$ cat config.mk
export PLATFORM = sky130hd
export DESIGN_NAME = fcte_ctrl
export DESIGN_NICKNAME = d
export VERILOG_FILES = /design/src/fcte_pkg.sv /design/src/fcte_ctrl.sv
export SDC_FILE = /design/constraint.sdc
export NUM_CORES = 1
export LEC_CHECK = 0
export BUFFER_PORTS_ARGS = -buffer_cell sky130_fd_sc_hd__buf_2
export CORE_AREA = 8 8 45 47
export DETAILED_ROUTE_END_ITERATION = 8
export DIE_AREA = 0 0 53 55
export REMOVE_ABC_BUFFERS = 1
export SLEW_MARGIN = 0
export SYNTH_ARGS = -nofsm -noshare
export SYNTH_HDL_FRONTEND = slang
export SYNTH_SLANG_ARGS = --single-unit
$ cat constraint.sdc
create_clock -name clk -period 2.11 [get_ports clk]
set_input_delay 0.422 -clock clk [delete_from_list [all_inputs] [get_ports clk]]
set_output_delay 0.422 -clock clk [all_outputs]
set_load 0.03 [all_outputs]
$ cat src/fcte_pkg.sv
// ----------------------------------------------------------------------------
// fcte_pkg
// Types, codes and mode tables shared by the cluster table engine modules.
// ----------------------------------------------------------------------------
package fcte_pkg;

	localparam int EntryW = 28;
	localparam int IndexW = 16;
	localparam int CountW = 17;

	localparam logic [1:0] FUNC_READ  = 2'd0;
	localparam logic [1:0] FUNC_WRITE = 2'd1;
	localparam logic [1:0] FUNC_ALLOC = 2'd2;
	localparam logic [1:0] FUNC_FREE  = 2'd3;

	localparam logic [1:0] STATUS_OK       = 2'd0;
	localparam logic [1:0] STATUS_BAD_MODE = 2'd1;
	localparam logic [1:0] STATUS_FULL     = 2'd2;
	localparam logic [1:0] STATUS_RANGE    = 2'd3;

	localparam logic [1:0] MODE_FAT12 = 2'd0;
	localparam logic [1:0] MODE_FAT16 = 2'd1;
	localparam logic [1:0] MODE_FAT32 = 2'd2;
	localparam logic [1:0] MODE_BAD   = 2'd3;

	localparam logic [0:0] REG_TABLE_MODE     = 1'd0;
	localparam logic [0:0] REG_ENTRIES_IN_USE = 1'd1;

	typedef struct packed {
		logic [1:0]        func;
		logic [IndexW-1:0] entry_index;
		logic [EntryW-1:0] entry_value;
	} req_t;

	typedef struct packed {
		logic [EntryW-1:0] read_value;
		logic              end_of_chain;
		logic              bad_cluster;
		logic [IndexW-1:0] allocated_index;
		logic [1:0]        status;
	} rsp_t;

	typedef enum logic [1:0] {
		S_CLEAR,
		S_IDLE,
		S_EXEC,
		S_SCAN
	} ctrl_state_t;

	typedef struct packed {
		logic clear_step;
		logic capture;
		logic op_done;
		logic scan_start;
		logic scan_next;
		logic alloc_done;
		logic full_done;
	} dp_cmd_t;

	typedef struct packed {
		logic clear_last;
		logic scan_go;
		logic hit;
		logic scan_end;
		logic out_free;
	} dp_stat_t;

	function automatic logic [EntryW-1:0] mode_mask(input logic [1:0] m);
		unique case (m)
			MODE_FAT12: mode_mask = 28'h0000FFF;
			MODE_FAT16: mode_mask = 28'h000FFFF;
			default:    mode_mask = 28'hFFFFFFF;
		endcase
	endfunction

	function automatic logic [EntryW-1:0] mode_eoc(input logic [1:0] m);
		unique case (m)
			MODE_FAT12: mode_eoc = 28'h0000FF8;
			MODE_FAT16: mode_eoc = 28'h000FFF8;
			default:    mode_eoc = 28'hFFFFFF8;
		endcase
	endfunction

	function automatic logic [EntryW-1:0] mode_bad(input logic [1:0] m);
		unique case (m)
			MODE_FAT12: mode_bad = 28'h0000FF7;
			MODE_FAT16: mode_bad = 28'h000FFF7;
			default:    mode_bad = 28'hFFFFFF7;
		endcase
	endfunction

endpackage

$ cat src/fcte_ctrl.sv
// ----------------------------------------------------------------------------
// fcte_ctrl
// Sequencer for the cluster table: clearing pass, item capture, execution
// and first-fit allocation scan.
// ----------------------------------------------------------------------------
module fcte_ctrl (
	input  logic              clk,
	input  logic              arst_n,
	input  logic              req_valid,
	output logic              req_stall,
	input  fcte_pkg::dp_stat_t stat,
	output fcte_pkg::dp_cmd_t  cmd
);

	fcte_pkg::ctrl_state_t state_q, state_nxt;

	always_ff @(posedge clk or negedge arst_n) begin
		if (!arst_n) begin
			state_q <= fcte_pkg::S_CLEAR;
		end else begin
			state_q <= state_nxt;
		end
	end

	always_comb begin
		state_nxt = state_q;
		unique case (state_q)
			fcte_pkg::S_CLEAR: begin
				if (stat.clear_last) state_nxt = fcte_pkg::S_IDLE;
			end
			fcte_pkg::S_IDLE: begin
				if (req_valid) state_nxt = fcte_pkg::S_EXEC;
			end
			fcte_pkg::S_EXEC: begin
				if (stat.scan_go) begin
					state_nxt = fcte_pkg::S_SCAN;
				end else if (stat.out_free) begin
					state_nxt = fcte_pkg::S_IDLE;
				end
			end
			fcte_pkg::S_SCAN: begin
				if ((stat.hit || stat.scan_end) && stat.out_free) begin
					state_nxt = fcte_pkg::S_IDLE;
				end
			end
			default: state_nxt = fcte_pkg::S_CLEAR;
		endcase
	end

	always_comb begin
		cmd       = '0;
		req_stall = 1'b1;
		unique case (state_q)
			fcte_pkg::S_CLEAR: begin
				cmd.clear_step = 1'b1;
			end
			fcte_pkg::S_IDLE: begin
				req_stall   = 1'b0;
				cmd.capture = req_valid;
			end
			fcte_pkg::S_EXEC: begin
				cmd.scan_start = stat.scan_go;
				cmd.op_done    = !stat.scan_go && stat.out_free;
			end
			fcte_pkg::S_SCAN: begin
				cmd.alloc_done = stat.hit && stat.out_free;
				cmd.full_done  = !stat.hit && stat.scan_end && stat.out_free;
				cmd.scan_next  = !stat.hit && !stat.scan_end;
			end
			default: begin
				cmd       = '0;
				req_stall = 1'b1;
			end
		endcase
	end

	// at most one datapath action per cycle
	assert property (@(posedge clk) disable iff (!arst_n)
		$onehot0(cmd))
		else $error("fcte_ctrl: conflicting datapath commands");

	assert property (@(posedge clk) disable iff (!arst_n)
		cmd.capture |=> state_q == fcte_pkg::S_EXEC)
		else $error("fcte_ctrl: captured item not executed");

	assert property (@(posedge clk) disable iff (!arst_n)
		state_q == fcte_pkg::S_CLEAR |-> req_stall)
		else $error("fcte_ctrl: item taken during clearing pass");

endmodule

==> results_dict.tcl <==
set metrics [dict create \
    syn_to_final_growth_pct 55.7 \
    power_density_mw_per_mm2 1270 \
    largest_reg_flops 2 \
    via_per_inst 4.08 \
    p_leak_nw 0.218 \
    num_rows 14 \
    synth_most_common_cell "inv_1" \
    fill_cells 164 \
    clock_skew_ns 0.000952 \
    status "completed" \
    vias 241 \
    clock-sinks 2 \
    synth_xor_area_share_pct 0 \
    synthAdderAreaFrac_pct 21.9 \
    grt.overflow.total 0 \
    final_hold_viol_count 0 \
    hpwl_microns 523 \
    ys_ff_latch 2 \
    grt_max_degree 5 \
    worstReg2RegEnd "state_q[0]" \
    clkTransAtPathRegs_ns 0.03 \
    nets 57 \
    max-cap-violations 0 \
    routedWlPerCell_microns 10.5 \
    drive_gt1_share_pct 51.2 \
    slew_violations 0 \
    port_buffers 15 \
    period_share_pct 81.5 \
    fin_setup_tns_ns 0 \
    dp_slack_ns 0.623 \
    seq_area_frac_synth_pct 21.9 \
    ys_types 14 \
    place_congestion 0.694 \
    synth_top_family_by_area "simple AND/OR/NAND/NOR gates" \
    worstPathMaxFanout 4 \
    worst_pin_slew_ns 0.223 \
    antennaDiodeCount 0 \
    drc 0 \
    dominantRegCellSynth "dfrtp_1" \
    critPathRequiredTime_ns 1.69 \
    total_power_mw 0.453 \
    finalSetupViolations 0 \
    syn_area_sq_um 229 \
    syn-instance-count 24 \
    path_class "flip-flop to primary output" \
    yosys.area_share.simple_pct 23.0 \
    r2r-start "state_q[0]" \
    syn_area_per_cell_sq_um 9.54 \
    hold_class "input port to async pin" \
    dr.pass1.iters 2 \
    synthMuxAreaShare_pct 8.74 \
    core_area_sq_mm 0.00138 \
    gr-usage-all-layers_pct 4.81 \
    htreeDepth 1 \
    r2r_slack_ns 0.74 \
    maxSlewHeadroom_pct 85.1 \
    grt_pass1_wl_microns 972 \
    whs_ns 0.516 \
    floorplan.initialDensity_pct 16.5 \
    reg2regPathDepth 5 \
    die_y_microns 55 \
    detail_route.iter0.violations 1 \
    grt_pass1_vias 238 \
    fmax_mhz 582 \
    synth_compound_area_share_pct 14.8 \
    ant_nets 0 \
    max_flop_register "state_q" \
    fin_crit_ns 1.72 \
    rsz0062_at_grt "no" \
    clock_latency_ns 0.22 \
    synth_commonest_cells "inv_1 (6), ha_1 (4), dfrtp_1 (2), mux2i_1 (2)" \
    ios 16 \
    cp-start-kind "flip-flop" \
    yosysTopAreaCell "dfrtp_1" \
    peakVddDrop_uv 278 \
    dieArea_sq_mm 0.00292 \
    end_kind "primary output" \
    cts_root_buf "clkbuf_4" \
    ys_async_sr_fraction_pct 100 \
    clockBufferDepth 2 \
    antenna_found_initial 0 \
    routed_wl_microns 621 \
    arrival_ns 1.30 \
    synth_top_area_share_pct 21.9 \
    die_width_microns 53 \
    top_regs "state_q: 2 flops" \
    cts_tree "yes" \
    fin_ws_ns 0.391 \
    ys_warn_count 0 \
    cts_resized 0 \
    synth_edf_count 0 \
    cts_buffers 3 \
    synth.area.top_cells "dfrtp_1 (22%), ha_1 (22%), inv_1 (9.8%), mux2i_1 (8.7%), nor3b_4 (8.2%)" \
]
-- stage by stage --
stage | cells | instance area [sq um] | utilization [%]
2_1_floorplan | 24 | 229 | -
3_5_place_dp | 55 | 324 | 23.4
6_report | 59 | 357 | 25.8
4_1_cts | 59 | 357 | 25.8
3_3_place_gp | 55 | 324 | 23.4
5_1_grt | 59 | 357 | 25.8
-- logic make-up after synthesis --
logic type               count (synthesis)
flip-flops                               2
AO/OA/AOI/OAI                            4
buffers and inverters                    6
adder cells (fa/ha/maj)                  4
AND/OR/NAND/NOR                          6
multiplexers                             2
-- where the power goes --
part | internal (mW) | switching (mW)
registers | 0.0577 | 0.0150
logic | 0.111 | 0.185
clock network | 0.0627 | 0.0211
total | 0.231 | 0.221
-- cell type report --
| class | count | area (sq um) | share of cell area [%] |
|---|---|---|---|
| flip-flops and latches | 2 | 50.0 | 14.0 |
| well taps | 16 | 20.0 | 5.61 |
| multi-input cells | 16 | 156 | 43.9 |
| clock buffers | 3 | 22.5 | 6.32 |
| inverters | 6 | 22.5 | 6.32 |
| repair buffers | 16 | 85.1 | 23.9 |
-- metal layers --
layer / share of wire [%] / vias up / track usage (%)
met5: 0 / - / 0
met3: 20 / 2 / 2.67
met4: 2.6 / 0 / 6.47
met1: 35 / 106 / 4.41
li1: - / 118 / -
met2: 42 / 15 / 6.64
-- placed cells by master, fill, tap and decap left out --
| cell | instances |
|---|---|
| dlygate4sd3_1 | 1 |
| and4b_1 | 1 |
| o21ai_0 | 1 |
| a221oi_2 | 1 |
| buf_2 | 15 |
| ha_1 | 4 |
| a21oi_1 | 1 |
| and3_1 | 1 |
| nor2_1 | 1 |
| o21ai_2 | 1 |
| inv_1 | 6 |
| mux2i_1 | 2 |
| nor3b_4 | 1 |
| and2_1 | 1 |
| dfrtp_1 | 2 |
| clkbuf_4 | 3 |
| and3_2 | 1 |
-- worst max-delay path by stage --
stage	end	cells after the start	slack, ns	startpoint
6_report	cmd[5]	5	0.39	state_q[1]
5_1_grt	cmd[5]	5	0.23	state_q[1]
4_1_cts	cmd[5]	5	0.38	state_q[1]
3_5_place_dp	cmd[5]	5	0.62	state_q[1]
3_3_place_gp	cmd[5]	5	0.66	state_q[1]
2_1_floorplan	cmd[5]	4	0.40	state_q[1]
-- critical path, cell delays in order (launching register included) --
cell	delay [ns]
dfrtp_1	0.39
inv_1	0.10
ha_1	0.23
inv_1	0.07
nor2_1	0.09
buf_2	0.20
-- timing repair --
| action | 4_1_cts | 5_1_grt |
|---|---|---|
| endpoints found under the hold margin | 2 | 0 |
| hold buffers | 1 | 0 |
| buffers inserted | 0 | 0 |
(Power assumes the default switching activity.)
